### src/rtl/mbma_pkg.sv
`timescale 1ns / 1ps

package mbma_pkg;

   localparam int PORTS     = 4;
   localparam int MAX_SYSEX = 4096;

   localparam int PORT_W     = 2;
   localparam int PORT_IDX_W = (PORTS > 1) ? $clog2(PORTS) : 1;
   localparam int COUNT_W    = $clog2(MAX_SYSEX + 1);

   localparam logic [7:0] SYSEX_START = 8'hF0;
   localparam logic [7:0] SYSEX_END   = 8'hF7;

   typedef enum logic [1:0] {
      MODE_IDLE,
      MODE_ONE,
      MODE_TWO_A,
      MODE_TWO_B
   } mode_type;

   typedef enum logic [1:0] {
      KIND_SHORT,
      KIND_SYSEX,
      KIND_OVERFLOW,
      KIND_NOTE_REPLY
   } kind_type;

   typedef enum logic {
      CMD_PUT_BYTE,
      CMD_NOTE_READ
   } cmd_type;

   typedef struct packed {
      logic              valid;
      logic [PORT_W-1:0] out_port;
      kind_type          kind;
      logic [23:0]       msg_bytes;
      logic [1:0]        msg_length;
      logic              last;
      logic              note_on;
   } result_type;

   // Mode that a byte taken in the idle mode leads to.
   function automatic mode_type status_mode(input logic [7:0] b);
      mode_type m;
      m = MODE_IDLE;
      case (b[7:4])
         4'h8, 4'h9, 4'hA, 4'hB, 4'hE: m = MODE_TWO_A;
         4'hC, 4'hD:                   m = MODE_ONE;
         4'hF: begin
            if (b[3:0] == 4'h2) begin
               m = MODE_TWO_A;
            end else if (b[3:0] == 4'h1 || b[3:0] == 4'h3) begin
               m = MODE_ONE;
            end
         end
         default: m = MODE_IDLE;
      endcase
      return m;
   endfunction

endpackage

### src/rtl/mbma_framer.sv
`timescale 1ns / 1ps

module mbma_framer (
   input  logic                        clock,
   input  logic                        reset,
   input  logic                        accept,
   input  mbma_pkg::cmd_type           cmd,
   input  logic [mbma_pkg::PORT_W-1:0] port,
   input  logic [7:0]                  byte_in,
   output mbma_pkg::result_type        result
);

   mbma_pkg::mode_type                 mode_ff    [mbma_pkg::PORTS];
   mbma_pkg::mode_type                 mode_in    [mbma_pkg::PORTS];
   logic                               sysex_ff   [mbma_pkg::PORTS];
   logic                               sysex_in   [mbma_pkg::PORTS];
   logic [mbma_pkg::COUNT_W-1:0]       count_ff   [mbma_pkg::PORTS];
   logic [mbma_pkg::COUNT_W-1:0]       count_in   [mbma_pkg::PORTS];
   logic [15:0]                        partial_ff [mbma_pkg::PORTS];
   logic [15:0]                        partial_in [mbma_pkg::PORTS];
   logic                               note_ff;
   logic                               note_in;

   logic [mbma_pkg::PORT_IDX_W-1:0]    idx;
   logic                               port_ok;
   logic                               sysex_path;
   logic                               overflow;
   mbma_pkg::mode_type                 cur_mode;
   mbma_pkg::mode_type                 new_mode;

   assign idx        = port[mbma_pkg::PORT_IDX_W-1:0];
   assign port_ok    = 32'(port) < mbma_pkg::PORTS;
   assign sysex_path = sysex_ff[idx] || (byte_in == mbma_pkg::SYSEX_START);
   assign overflow   = count_ff[idx] >= mbma_pkg::COUNT_W'(mbma_pkg::MAX_SYSEX);
   assign cur_mode   = mode_ff[idx];
   assign new_mode   = mbma_pkg::status_mode(byte_in);

   always_comb begin
      mode_in    = mode_ff;
      sysex_in   = sysex_ff;
      count_in   = count_ff;
      partial_in = partial_ff;
      note_in    = note_ff;
      if (accept) begin
         if (cmd == mbma_pkg::CMD_NOTE_READ) begin
            note_in = 1'b0;
         end else if (port_ok) begin
            if (sysex_path) begin
               if (byte_in == mbma_pkg::SYSEX_END) begin
                  sysex_in[idx] = 1'b0;
                  count_in[idx] = '0;
               end else begin
                  sysex_in[idx] = 1'b1;
                  if (!overflow) begin
                     count_in[idx] = count_ff[idx] + 1'b1;
                  end
               end
            end else begin
               unique case (cur_mode)
                  mbma_pkg::MODE_IDLE: begin
                     mode_in[idx]    = new_mode;
                     partial_in[idx] = {8'h00, byte_in};
                     if (byte_in[7:4] == 4'h9) begin
                        note_in = 1'b1;
                     end
                  end
                  mbma_pkg::MODE_ONE: mode_in[idx] = mbma_pkg::MODE_IDLE;
                  mbma_pkg::MODE_TWO_A: begin
                     mode_in[idx]    = mbma_pkg::MODE_TWO_B;
                     partial_in[idx] = {byte_in, partial_ff[idx][7:0]};
                  end
                  mbma_pkg::MODE_TWO_B: mode_in[idx] = mbma_pkg::MODE_IDLE;
                  default: mode_in[idx] = mbma_pkg::MODE_IDLE;
               endcase
            end
         end
      end
   end

   always_comb begin
      result          = '0;
      result.out_port = port;
      result.kind     = mbma_pkg::KIND_SHORT;
      if (accept) begin
         if (cmd == mbma_pkg::CMD_NOTE_READ) begin
            result.valid   = 1'b1;
            result.kind    = mbma_pkg::KIND_NOTE_REPLY;
            result.note_on = note_ff;
         end else if (port_ok) begin
            if (sysex_path) begin
               result.valid     = 1'b1;
               result.msg_bytes = {16'h0000, byte_in};
               if (byte_in == mbma_pkg::SYSEX_END) begin
                  result.kind       = mbma_pkg::KIND_SYSEX;
                  result.msg_length = 2'd1;
                  result.last       = 1'b1;
               end else if (overflow) begin
                  result.kind = mbma_pkg::KIND_OVERFLOW;
               end else begin
                  result.kind       = mbma_pkg::KIND_SYSEX;
                  result.msg_length = 2'd1;
               end
            end else begin
               unique case (cur_mode)
                  mbma_pkg::MODE_IDLE: begin
                     if (new_mode == mbma_pkg::MODE_IDLE) begin
                        result.valid      = 1'b1;
                        result.msg_bytes  = {16'h0000, byte_in};
                        result.msg_length = 2'd1;
                     end
                  end
                  mbma_pkg::MODE_ONE: begin
                     result.valid      = 1'b1;
                     result.msg_bytes  = {8'h00, byte_in, partial_ff[idx][7:0]};
                     result.msg_length = 2'd2;
                  end
                  mbma_pkg::MODE_TWO_A: result.valid = 1'b0;
                  mbma_pkg::MODE_TWO_B: begin
                     result.valid      = 1'b1;
                     result.msg_bytes  = {byte_in, partial_ff[idx]};
                     result.msg_length = 2'd3;
                  end
                  default: result.valid = 1'b0;
               endcase
            end
         end
      end
   end

   always_ff @(posedge clock) begin
      partial_ff <= partial_in;
      if (reset) begin
         for (int i = 0; i < mbma_pkg::PORTS; i++) begin
            mode_ff[i]  <= mbma_pkg::MODE_IDLE;
            sysex_ff[i] <= 1'b0;
            count_ff[i] <= '0;
         end
         note_ff <= 1'b0;
      end else begin
         mode_ff  <= mode_in;
         sysex_ff <= sysex_in;
         count_ff <= count_in;
         note_ff  <= note_in;
      end
   end

`ifndef SYNTH
   a_note_cleared: assert property (@(posedge clock) disable iff (reset)
      accept && cmd == mbma_pkg::CMD_NOTE_READ |=> !note_ff)
      else $error("Note-on flag not cleared after a read.");

   a_count_bound: assert property (@(posedge clock) disable iff (reset)
      count_ff[idx] <= mbma_pkg::COUNT_W'(mbma_pkg::MAX_SYSEX))
      else $error("Sysex count ran past its limit.");

   a_overflow_no_bytes: assert property (@(posedge clock) disable iff (reset)
      result.valid && result.kind == mbma_pkg::KIND_OVERFLOW |-> result.msg_length == 2'd0)
      else $error("Overflow result claims valid bytes.");
`endif

endmodule

### src/rtl/midi_byte_message_assembler.sv
`timescale 1ns / 1ps

// Frames MIDI bytes for several output ports into messages, one word per
// cycle with no running status. Each accepted word is handled in the cycle it
// arrives against per-port state, and its result, if any, lands in an output
// register backed by a one-word skid stage, so the input keeps taking a word
// every cycle while the result side is free and stalls only once both are
// full. Short messages come out packed with their length, sysex bytes come
// out one at a time with tlast on the closing F7, and bytes past the sysex
// limit come out as drop notices. A note-on read word returns and clears the
// sticky note-on flag.
module midi_byte_message_assembler (
   input  logic        clock,
   input  logic        reset,
   input  logic        req_tvalid,
   output logic        req_tready,
   input  logic [15:0] req_tdata,  // port [1:0], byte_in [9:2], zero [15:10]
   input  logic        req_tuser,  // cmd [0]
   output logic        rsp_tvalid,
   input  logic        rsp_tready,
   output logic [31:0] rsp_tdata,  // out_port [1:0], msg_bytes [25:2],
                                   // msg_length [27:26], note_on [28], zero [31:29]
   output logic [1:0]  rsp_tuser,  // kind [1:0]
   output logic        rsp_tlast   // last
);

   logic                 req_accept;
   logic                 rsp_pop;
   mbma_pkg::result_type result;
   mbma_pkg::result_type out_ff;
   mbma_pkg::result_type out_in;
   mbma_pkg::result_type skid_ff;
   mbma_pkg::result_type skid_in;
   logic                 out_vld_ff;
   logic                 out_vld_in;
   logic                 skid_vld_ff;
   logic                 skid_vld_in;
   logic                 push;

   assign req_tready = !skid_vld_ff;
   assign req_accept = req_tvalid && req_tready;
   assign rsp_pop    = out_vld_ff && rsp_tready;
   assign push       = result.valid;

   mbma_framer u_framer (
      .clock   (clock),
      .reset   (reset),
      .accept  (req_accept),
      .cmd     (mbma_pkg::cmd_type'(req_tuser)),
      .port    (req_tdata[1:0]),
      .byte_in (req_tdata[9:2]),
      .result  (result)
   );

   always_comb begin
      out_in      = out_ff;
      skid_in     = skid_ff;
      out_vld_in  = out_vld_ff;
      skid_vld_in = skid_vld_ff;
      if (skid_vld_ff) begin
         if (rsp_pop) begin
            out_in      = skid_ff;
            skid_vld_in = 1'b0;
         end
      end else if (push) begin
         if (!out_vld_ff || rsp_pop) begin
            out_in     = result;
            out_vld_in = 1'b1;
         end else begin
            skid_in     = result;
            skid_vld_in = 1'b1;
         end
      end else if (rsp_pop) begin
         out_vld_in = 1'b0;
      end
   end

   always_ff @(posedge clock) begin
      out_ff  <= out_in;
      skid_ff <= skid_in;
      if (reset) begin
         out_vld_ff  <= 1'b0;
         skid_vld_ff <= 1'b0;
      end else begin
         out_vld_ff  <= out_vld_in;
         skid_vld_ff <= skid_vld_in;
      end
   end

   assign rsp_tvalid = out_vld_ff;
   assign rsp_tdata  = {3'b000, out_ff.note_on, out_ff.msg_length, out_ff.msg_bytes,
                        out_ff.out_port};
   assign rsp_tuser  = out_ff.kind;
   assign rsp_tlast  = out_ff.last;

`ifndef SYNTH
   a_skid_behind_out: assert property (@(posedge clock) disable iff (reset)
      skid_vld_ff |-> out_vld_ff)
      else $error("Skid stage holds a word while the output register is empty.");

   a_stall_holds: assert property (@(posedge clock) disable iff (reset)
      out_vld_ff && !rsp_tready |=> out_vld_ff)
      else $error("Output word lost while stalled.");

   a_overflow_to_skid: assert property (@(posedge clock) disable iff (reset)
      push && out_vld_ff && !rsp_tready && !skid_vld_ff |=> skid_vld_ff)
      else $error("Result dropped while the output register was stalled.");
`endif

endmodule

### config.mk
export PLATFORM = sky130hd
export DESIGN_NAME = midi_byte_message_assembler
export DESIGN_NICKNAME = d
export VERILOG_FILES = /design/src/rtl/mbma_pkg.sv /design/src/rtl/mbma_framer.sv /design/src/rtl/midi_byte_message_assembler.sv
export SDC_FILE = /design/constraint.sdc
export NUM_CORES = 1
export LEC_CHECK = 0
export BUFFER_PORTS_ARGS = -buffer_cell sky130_fd_sc_hd__buf_2
export CORE_ASPECT_RATIO = 0.7
export CORE_MARGIN = 2
export CORE_UTILIZATION = 51
export DETAILED_ROUTE_END_ITERATION = 10
export HOLD_SLACK_MARGIN = 0.06
export MAX_ROUTING_LAYER = met4
export PLACE_DENSITY = 0.69
export SLEW_MARGIN = 5
export SYNTH_ARGS = -nofsm -noshare
export SYNTH_HDL_FRONTEND = slang
export SYNTH_SLANG_ARGS = --single-unit
### constraint.sdc
create_clock -name clock -period 9.9 [get_ports clock]
set_input_delay 0.99 -clock clock [delete_from_list [all_inputs] [get_ports clock]]
set_output_delay 0.99 -clock clock [all_outputs]
set_load 0.02 [all_outputs]
==> flow_summary.ini, run 1 <==
[placed_design]
place_ws_ps = 4950
place_congestion = 0.833
io_buffers = 48
hpwl_microns = 12800

[clocking]
cts_resized = 0
cts-root-buf = clkbuf_16
cts_buffer_depth = 2
postCtsSetupRepairBufs = 0
tritoncts = built
cts_buffers = 17
cts_sinks = 195
htree_levels = 4
worst_skew_pair.late_latency_ps = 440
cts-hold-fix-buffers = 0
clk_pin_slew_worst_paths_ps = 70

[worst_hold_path]
whs_path_depth = 2
min_path_type = reg2reg
hp-start = u_framer.count_ff[10]
min_to = u_framer.count_ff[10]

[critical_path]
crit_required_ps = 9960
crit_path_end_kind = register
r2r_setup_slack_ps = 6450
path_cells = buf_2 -> buf_4 -> mux4_2 -> nor2_4 -> o21ai_2 -> o211ai_1 -> nand2_1 -> a21oi_4
worstSetupPathType = in2reg
r2r_end = rsp_tdata[9]
critPathMaxStageDelay_ps = 830
worstRegToRegCells = 6
path_max_fanout = 32
cpMaxStageDelayCell = a21oi_4
arrival_ps = 4500
critical_path.top_delay_family = compound AO/OA/AOI/OAI gates
path_buf_inv = 2
start_kind = input port

[synth]
yosysWarnings = 0
ys_seq_area_share_pct = 59.2
netlist_instances = 736
syn_area_sq_um = 8760
synth_edf_count = 128
synth_cell_types = 57
async_flop_share_pct = 0
yosys_most_used_dff = edfxtp_1
synth_area_per_cell_sq_um = 11.9
ys_ff_latch = 195

[die]
rows = 40
start_util_pct = 51.7
ios = 58
core_area_sq_um = 17000
dieWidth_microns = 161
die_h_microns = 114
dieArea_sq_um = 18300

[cells_and_area]
multi_input_area_sq_um = 3280
nFillCells = 1346
seq_area_sq_um = 5180
drive_gt1_share_pct = 17.6
diodes = 0
final_cell_mix = edfxtp_1, nor2_1, dfxtp_1, nand2_1, a21oi_1
syn2layout_area_growth_pct = 10.1
layout.nets = 779
mostFrequentLayoutCell = edfxtp_1

[timing]
max_freq_mhz = 225
setup_tns_ps = 0
fin_crit_sh_pct = 44.9
finalHoldViolations = 0
clock_skew_ps = 11.2
setup_violations = 0
finalWorstSetupSlack_ps = 5460
post-route-min-period_ps = 4440
worst_slew_pin_slew_ps = 1140
report.final.slew_viol_count = 0
relSlewSlack_pct = 23.6
rsz0062_at_grt = false

[detailed_routing]
drt-initial-drc-count = 705
wl_microns = 19900
wire_per_inst_microns = 19.9
drc = 0
via_per_inst = 6.00
postRouteAntennaNets = 0
vias = 6003
first_pass_iters = 7

[grt]
grt_pass1_wl_microns = 31500
grt_overflow = 0
grt_max_degree = 73
grt_usage_pct = 23.3
antenna_found_initial = 0
grt_pass1_vias = 5762

[pwr]
power_frac_seq_pct = 53.5
p_int_mw = 1.27
power.switching_mw = 0.399
p_comb_share_pct = 7.7
power.total_mw = 1.67
p_sw_share_pct = 23.9
power.leakage_nw = 3.60
peakVddDrop_v = 0.000141
p_clk_share_pct = 38.8
p_per_area_nw_per_um2 = 173

[flow_run]
cap_violations = 0

[status]
status = finished clean
## registers in the layout, summed over array words and instances (netlist names), named ones only
signal / flops
rsp_tlast: 1
u_framer.partial_ff: 64
skid_ff: 32
rsp_tvalid: 1
rsp_tdata: 29
skid_vld_ff: 1
u_framer.mode_ff: 8
u_framer.count_ff: 52
rsp_tuser: 2
u_framer.note_ff: 1
## worst max path at each step
stage            startpoint       endpoint  cells past startpoint
2_1_floorplan  req_tdata[0]   rsp_tdata[0]                      7
3_3_place_gp   req_tdata[0]   rsp_tdata[5]                      8
3_5_place_dp   req_tdata[0]   rsp_tdata[5]                      8
4_1_cts        req_tdata[0]   rsp_tdata[2]                      8
5_1_grt        req_tdata[0]  rsp_tdata[16]                      8
6_report       req_tdata[0]   rsp_tdata[9]                      8
## worst min-delay path: cells and delay by family (launching register included)
kind,cells,cell delay [ps]
flops,1,330
simple gates,1,40
compound gates,1,60
## per-stage QoR
stage                     hold slack, ps  instances  utilization (%)  cell area [sq um]
after global placement               429        968             53.7               9100
after CTS                            458       1000             56.9               9650
final                                456       1000             56.9               9650
after floorplan                      420        738                -               8770
after global routing                 477       1000             56.9               9650
after detailed placement             442        968             53.7               9100
## layout make-up
type | count | area share, %
inverter | 16 | 0.622
timing repair buffer | 54 | 2.96
multi-input combinational | 472 | 34.0
sequential | 195 | 53.7
tap | 231 | 3.00
clock buffer | 19 | 4.49
clock inverter | 13 | 1.17
## power groups by stage
stage	clock network [mW]	logic, mW	registers [mW]
finish	0.647	0.129	0.893
global route	0.681	0.139	0.895
CTS	0.651	0.129	0.894
detailed placement	0	0.128	0.912
global placement	0	0.127	0.910
floorplan	0	0.0735	0.926
## per-layer routing
metal	wire, microns	vias up	track usage, %
met5	0	-	-
met4	141	0	6.13
met3	1790	16	5.27
met2	8580	272	32.9
met1	9400	2946	34.1
li1	-	2769	-
## kinds of logic after synthesis
group / Yosys count / synth area share [%]
AND/OR/NAND/NOR: 257 / 14.2
flip-flops: 195 / 59.2
AO/OA/AOI/OAI: 160 / 12.4
buffers and inverters: 71 / 3.71
multiplexers: 40 / 9.21
XOR/XNOR: 10 / 0.999
adder cells (fa/ha/maj): 2 / 0.286
other: 1 / 0.0428
## synthesized netlist by cell type, drive strengths merged (12+ instances only)
library cell    n  area (sq um)
a21o           21           158
a21oi          55           290
a22o           16           141
a22oi          12          90.1
and3           46           288
buf            25           153
clkbuf         30           113
dfxtp          67          1340
edfxtp        128          3840
inv            16          60.1
mux4           32           724
nand2          55           214
nor2           94           360
nor3           12          60.1
o21ai          32           164
Note: power is estimated with default switching activity, not from simulation.
==> run 2, diff against run 1 <==
--- a/config.mk
+++ b/config.mk
@@ -12,7 +12,7 @@
 export DETAILED_ROUTE_END_ITERATION = 10
 export HOLD_SLACK_MARGIN = 0.06
 export MAX_ROUTING_LAYER = met4
-export PLACE_DENSITY = 0.69
+export PLACE_DENSITY = 0.72
 export SLEW_MARGIN = 5
 export SYNTH_ARGS = -nofsm -noshare
 export SYNTH_HDL_FRONTEND = slang
==> constraint.sdc (replaced) <==
create_clock -name clock -period 3.65 [get_ports clock]
set_input_delay 0.365 -clock clock [delete_from_list [all_inputs] [get_ports clock]]
set_output_delay 0.365 -clock clock [all_outputs]
set_load 0.02 [all_outputs]
==> flow_summary.ini, run 2 (synthesized netlist as in run 1, its figures left out) <==
[status]
status = finished clean

[timing]
post-route-min-period_ps = 2610
finalHoldViolations = 0
max_freq_mhz = 383
setup_violations = 0
fin_crit_sh_pct = 71.5
rsz0062_at_grt = false
worst_slew_pin_slew_ps = 769
setup_tns_ps = 0
clock_skew_ps = 8.32
relSlewSlack_pct = 48.0
report.final.slew_viol_count = 0

[cells_and_area]
syn2layout_area_growth_pct = 11.8
drive_gt1_share_pct = 18.7
largest_register_ffs = 64
diodes = 0
layout.nets = 800
nFillCells = 1342
mostFrequentLayoutCell = edfxtp_1
multi_input_area_sq_um = 3270
reg_top3 = u_framer.partial_ff: 64 flops, u_framer.count_ff: 52 flops, skid_ff: 32 flops
final_cell_mix = edfxtp_1, nor2_1, dfxtp_1, nand2_1, a21oi_1
seq_area_sq_um = 5180
largest_register = u_framer.partial_ff

[die]
dieArea_sq_um = 18300
die_h_microns = 114
core_area_sq_um = 17000
rows = 40
start_util_pct = 51.7
dieWidth_microns = 161
ios = 58

[pwr]
peakVddDrop_v = 0.000335
power.leakage_nw = 3.71
power.total_mw = 4.49
p_per_area_nw_per_um2 = 458

[worst_hold_path]
min_path_type = in2reg
hp-start = rsp_tready
min_to = skid_vld_ff
whs_path_depth = 2

[placed_design]
io_buffers = 48
hpwl_microns = 13800
place_congestion = 0.853

[critical_path]
start_kind = input port
worstRegToRegCells = 7
r2r_setup_slack_ps = 1080
r2r_end = rsp_tdata[9]
crit_required_ps = 4010
timing.rr.start = u_framer.mode_ff[6]
crit_path_end_kind = register
worstSetupPathType = in2reg
arrival_ps = 2970
path_max_fanout = 18

[detailed_routing]
drc = 0
vias = 6229
via_per_inst = 6.10
drt-initial-drc-count = 893
postRouteAntennaNets = 0
wl_microns = 20600
first_pass_iters = 8
wire_per_inst_microns = 20.1

[grt]
antenna_found_initial = 0
grt_max_degree = 73
grt_pass1_vias = 6081
grt_overflow = 0
grt_usage_pct = 23.9
grt_pass1_wl_microns = 32300

[clocking]
cts_resized = 0
cts_buffers = 17
cts-root-buf = clkbuf_16
postCtsSetupRepairBufs = 0
clk_pin_slew_worst_paths_ps = 70
cts_sinks = 195
tritoncts = built
cts_buffer_depth = 2
htree_levels = 4
worst_skew_pair.late_latency_ps = 430
cts-hold-fix-buffers = 0

[flow_run]
cap_violations = 0
==> run 2: cell types whose count changed in the layout (fill, tap and decap cells not counted), sizes merged <==
cell and change:
buf +21, clkinvlp -4, clkinv +4
==> run 2: worst max-delay path by stage <==
stage,from,to,slack (ps),cells past startpoint
finish,req_tdata[7],u_framer.count_ff[0],1040,9
global route,req_tdata[7],u_framer.count_ff[0],820,9
CTS,u_framer.mode_ff[6],rsp_tdata[2],1080,7
detailed placement,req_tdata[1],rsp_tdata[8],650,8
global placement,req_tdata[1],rsp_tdata[5],690,8
floorplan,req_tdata[0],rsp_tdata[0],600,7
==> run 2: routing by layer <==
metal  wire length (microns)  up-vias  track usage (%)
li1                        -     2802                -
met1                    9090     3037             34.2
met2                    9300      360             34.4
met3                    1920       30             5.35
met4                     259        0             7.69
met5                       0        -                -
==> run 2: where the power goes <==
group | leakage, nW | internal, mW | switching (mW)
Combinational | 1.77 | 0.116 | 0.250
Sequential | 1.70 | 2.41 | 0.0165
Clock | 0.252 | 0.924 | 0.779
Total | 3.71 | 3.45 | 1.05
==> run 2: through the flow <==
step / hold WS (ps) / area [sq um] / cells / setup slack [ps] / util [%]
final: 178 / 9800 / 1021 / 1040 / 57.8
after CTS: 171 / 9800 / 1021 / 1080 / 57.8
after detailed placement: 437 / 9280 / 989 / 646 / 54.7
after global routing: 183 / 9800 / 1021 / 820 / 57.8
after floorplan: 420 / 8770 / 738 / 600 / -
after global placement: 429 / 9280 / 989 / 689 / 54.7
==> run 2: area by class of cell <==
cell class / instances / area share [%]
Clock inverter: 13 / 0.945
Sequential cell: 195 / 52.9
Inverter: 16 / 0.613
Tap cell: 231 / 2.95
Timing Repair Buffer: 75 / 4.77
Multi-Input combinational cell: 472 / 33.4
Clock buffer: 19 / 4.42
==> run 2: critical path, cell delays in order <==
cell and delay (ps):
buf_2 340, nor4b_1 410, a31oi_1 180, buf_4 210, nand2b_1 200, buf_4 240
nor4b_1 660, a22oi_1 220, nor2_1 120
==> run 3, diff against run 2 <==
--- a/config.mk
+++ b/config.mk
@@ -5,6 +5,7 @@
 export SDC_FILE = /design/constraint.sdc
 export NUM_CORES = 1
 export LEC_CHECK = 0
+export ABC_AREA = 1
 export BUFFER_PORTS_ARGS = -buffer_cell sky130_fd_sc_hd__buf_2
 export CORE_ASPECT_RATIO = 0.7
 export CORE_MARGIN = 2
@@ -12,7 +13,7 @@
 export DETAILED_ROUTE_END_ITERATION = 10
 export HOLD_SLACK_MARGIN = 0.06
 export MAX_ROUTING_LAYER = met4
-export PLACE_DENSITY = 0.72
+export PLACE_DENSITY = 0.69
 export SLEW_MARGIN = 5
 export SYNTH_ARGS = -nofsm -noshare
 export SYNTH_HDL_FRONTEND = slang
==> constraint.sdc (replaced) <==
create_clock -name clock -period 2.6 [get_ports clock]
set_input_delay 0.26 -clock clock [delete_from_list [all_inputs] [get_ports clock]]
set_output_delay 0.26 -clock clock [all_outputs]
set_load 0.02 [all_outputs]
==> flow_summary.ini, run 3 <==
[grt]
grt_max_degree = 61
antenna_found_initial = 0
grt_overflow = 0
grt_pass1_wl_microns = 39100
grt_pass1_vias = 7280
grt_usage_pct = 25.9

[pwr]
p_comb_share_pct = 8.8
peakVddDrop_v = 0.000398
power.total_mw = 6.62
p_clk_share_pct = 40.0
p_per_area_nw_per_um2 = 607
p_int_mw = 4.83
power.leakage_nw = 4.26
p_sw_share_pct = 27.0
power.switching_mw = 1.79
power_frac_seq_pct = 51.2

[synth]
syn_area_sq_um = 9700
synth.area.top_cells = edfxtp_1, dfxtp_1, nand2_1
netlist_instances = 1108
synth_commonest_cells = nand2_1, edfxtp_1, nor2_1, o21ai_0, a21oi_1
synth_area_leader_cell = edfxtp_1
ys_ff_latch = 195
yosysWarnings = 0
async_flop_share_pct = 0
yosysMostFrequentCell = nand2_1
synth_edf_count = 128
synth_cell_types = 50
ys_seq_area_share_pct = 53.5
netlist.area_leader.share_pct = 39.6
yosys_most_used_dff = edfxtp_1
synth_area_per_cell_sq_um = 8.76

[cells_and_area]
layout.nets = 1187
largest_register = u_framer.partial_ff
syn2layout_area_growth_pct = 12.5
mostFrequentLayoutCell = nand2_1
reg_top3 = u_framer.partial_ff: 64 flops, u_framer.count_ff: 52 flops, skid_ff: 32 flops
nFillCells = 1617
multi_input_area_sq_um = 3810
finalInstanceArea_sq_um = 10900
diodes = 0
fin_util_pct = 58.1
seq_area_sq_um = 5180
largest_register_ffs = 64
drive_gt1_share_pct = 18.1
final_cell_mix = nand2_1, edfxtp_1, nor2_1, o21ai_0, a21oi_1

[die]
start_util_pct = 51.7
ios = 58
core_area_sq_um = 18800
dieWidth_microns = 169
dieArea_sq_um = 20200
rows = 42
die_h_microns = 119

[clocking]
postCtsSetupRepairBufs = 0
cts_buffer_depth = 2
cts-root-buf = clkbuf_16
cts_sinks = 195
cts_resized = 0
htree_levels = 4
worst_skew_pair.late_latency_ps = 450
cts_buffers = 17
cts-hold-fix-buffers = 0
tritoncts = built
clk_pin_slew_worst_paths_ps = 80

[placed_design]
hpwl_microns = 16600
postPlaceCellArea_sq_um = 10300
io_buffers = 48
place_congestion = 0.892

[critical_path]
path_cells = inv_2 -> nand2_1 -> nor2_2 -> nand2_4 -> nor2_4 -> nand4_4 -> clkinv_2 -> nand2_2 -> nand3_1
crit_path_end_kind = register
critical_path.top_delay_family = simple AND/OR/NAND/NOR gates
path_buf_inv = 2
worstSetupPathType = reg2reg
start_kind = register
critPathMaxStageDelay_ps = 470
arrival_ps = 2360
path_max_fanout = 13
crit_required_ps = 2900
cpMaxStageDelayCell = nor2_2

[timing]
finalHoldViolations = 0
max_freq_mhz = 485
clock_skew_ps = 14.3
rsz0062_at_grt = false
relSlewSlack_pct = 64.4
setup_violations = 0
post-route-min-period_ps = 2060
worst_slew_pin_slew_ps = 534
report.final.slew_viol_count = 0
fin_crit_sh_pct = 79.2

[worst_hold_path]
min_path_type = in2reg

[detailed_routing]
drc = 0
via_per_inst = 5.55
first_pass_iters = 6
vias = 7869
wl_microns = 24300
drt-initial-drc-count = 1012
wire_per_inst_microns = 17.1
postRouteAntennaNets = 0

[flow_run]
cap_violations = 0

[status]
status = finished clean
-- run 3: cell count changes in the layout (fill, tap and decap cells not counted), sizes merged, moves of 24 or more --
| cell | change |
|---|---|
| buf | +24 |
| nand3 | +62 |
| o21ai | +50 |
| inv | +76 |
| mux4 | -32 |
| and3 | -46 |
| nand2 | +282 |
| nand4 | +32 |
-- run 3: metrics by stage --
step	setup slack (ps)	hold slack, ps	TNS [ps]	std cells
floorplan	-293	359	-18730	1110
global placement	107	449	0	1387
detailed placement	83.4	454	0	1387
finish	540	125	0	1419
CTS	551	106	0	1419
global route	412	139	0	1419
-- run 3: final cells by class --
cell class / instances / share of cell area [%]
sequential: 195 / 47.5
multi-input combinational: 764 / 34.9
tap: 242 / 2.78
timing repair buffer: 99 / 6.06
clock inverter: 15 / 1.62
inverter: 87 / 3.21
clock buffer: 17 / 3.90
-- run 3: logic make-up after synthesis --
kind of cell,after synthesis,share of synthesized area (%)
other,1,0.0387
AND/OR/NAND/NOR,566,27.3
adder cells (fa/ha/maj),2,0.258
flip-flops,195,53.5
buffers and inverters,151,7.69
AO/OA/AOI/OAI,193,11.3
-- run 3: final timing paths --
check	from	endpoint	slack (ps)	depth (start not counted)
worst max register to register	skid_vld_ff	rsp_tdata[7]	540	9
worst min register to register	u_framer.count_ff[47]	u_framer.count_ff[47]	470	2
worst min-delay path	rsp_tready	skid_vld_ff	130	4
worst max-delay path	skid_vld_ff	rsp_tdata[7]	540	9
-- run 3: worst register-to-register path: stages, from the launching register on --
cell and delay (ps):
dfxtp_1 320, inv_2 50, nand2_1 150, nor2_2 470
nand2_4 250, nor2_4 270, nand4_4 120, clkinv_2 140
nand2_2 60, nand3_1 90
-- run 3: layer usage --
metal	up-vias	wire length [microns]	GRT usage (%)
li1	3849	-	-
met5	-	0	-
met2	346	9810	33.9
met4	0	293	7.27
met3	27	2740	7.34
met1	3647	11500	38.6
-- run 3: power by group through the flow --
stage | clock [mW] | combinational (mW) | sequential [mW]
after floorplan | 0 | 0.331 | 3.51
after global placement | 0 | 0.571 | 3.46
after detailed placement | 0 | 0.575 | 3.46
after CTS | 2.68 | 0.578 | 3.39
after global routing | 2.82 | 0.633 | 3.39
final | 2.65 | 0.586 | 3.39
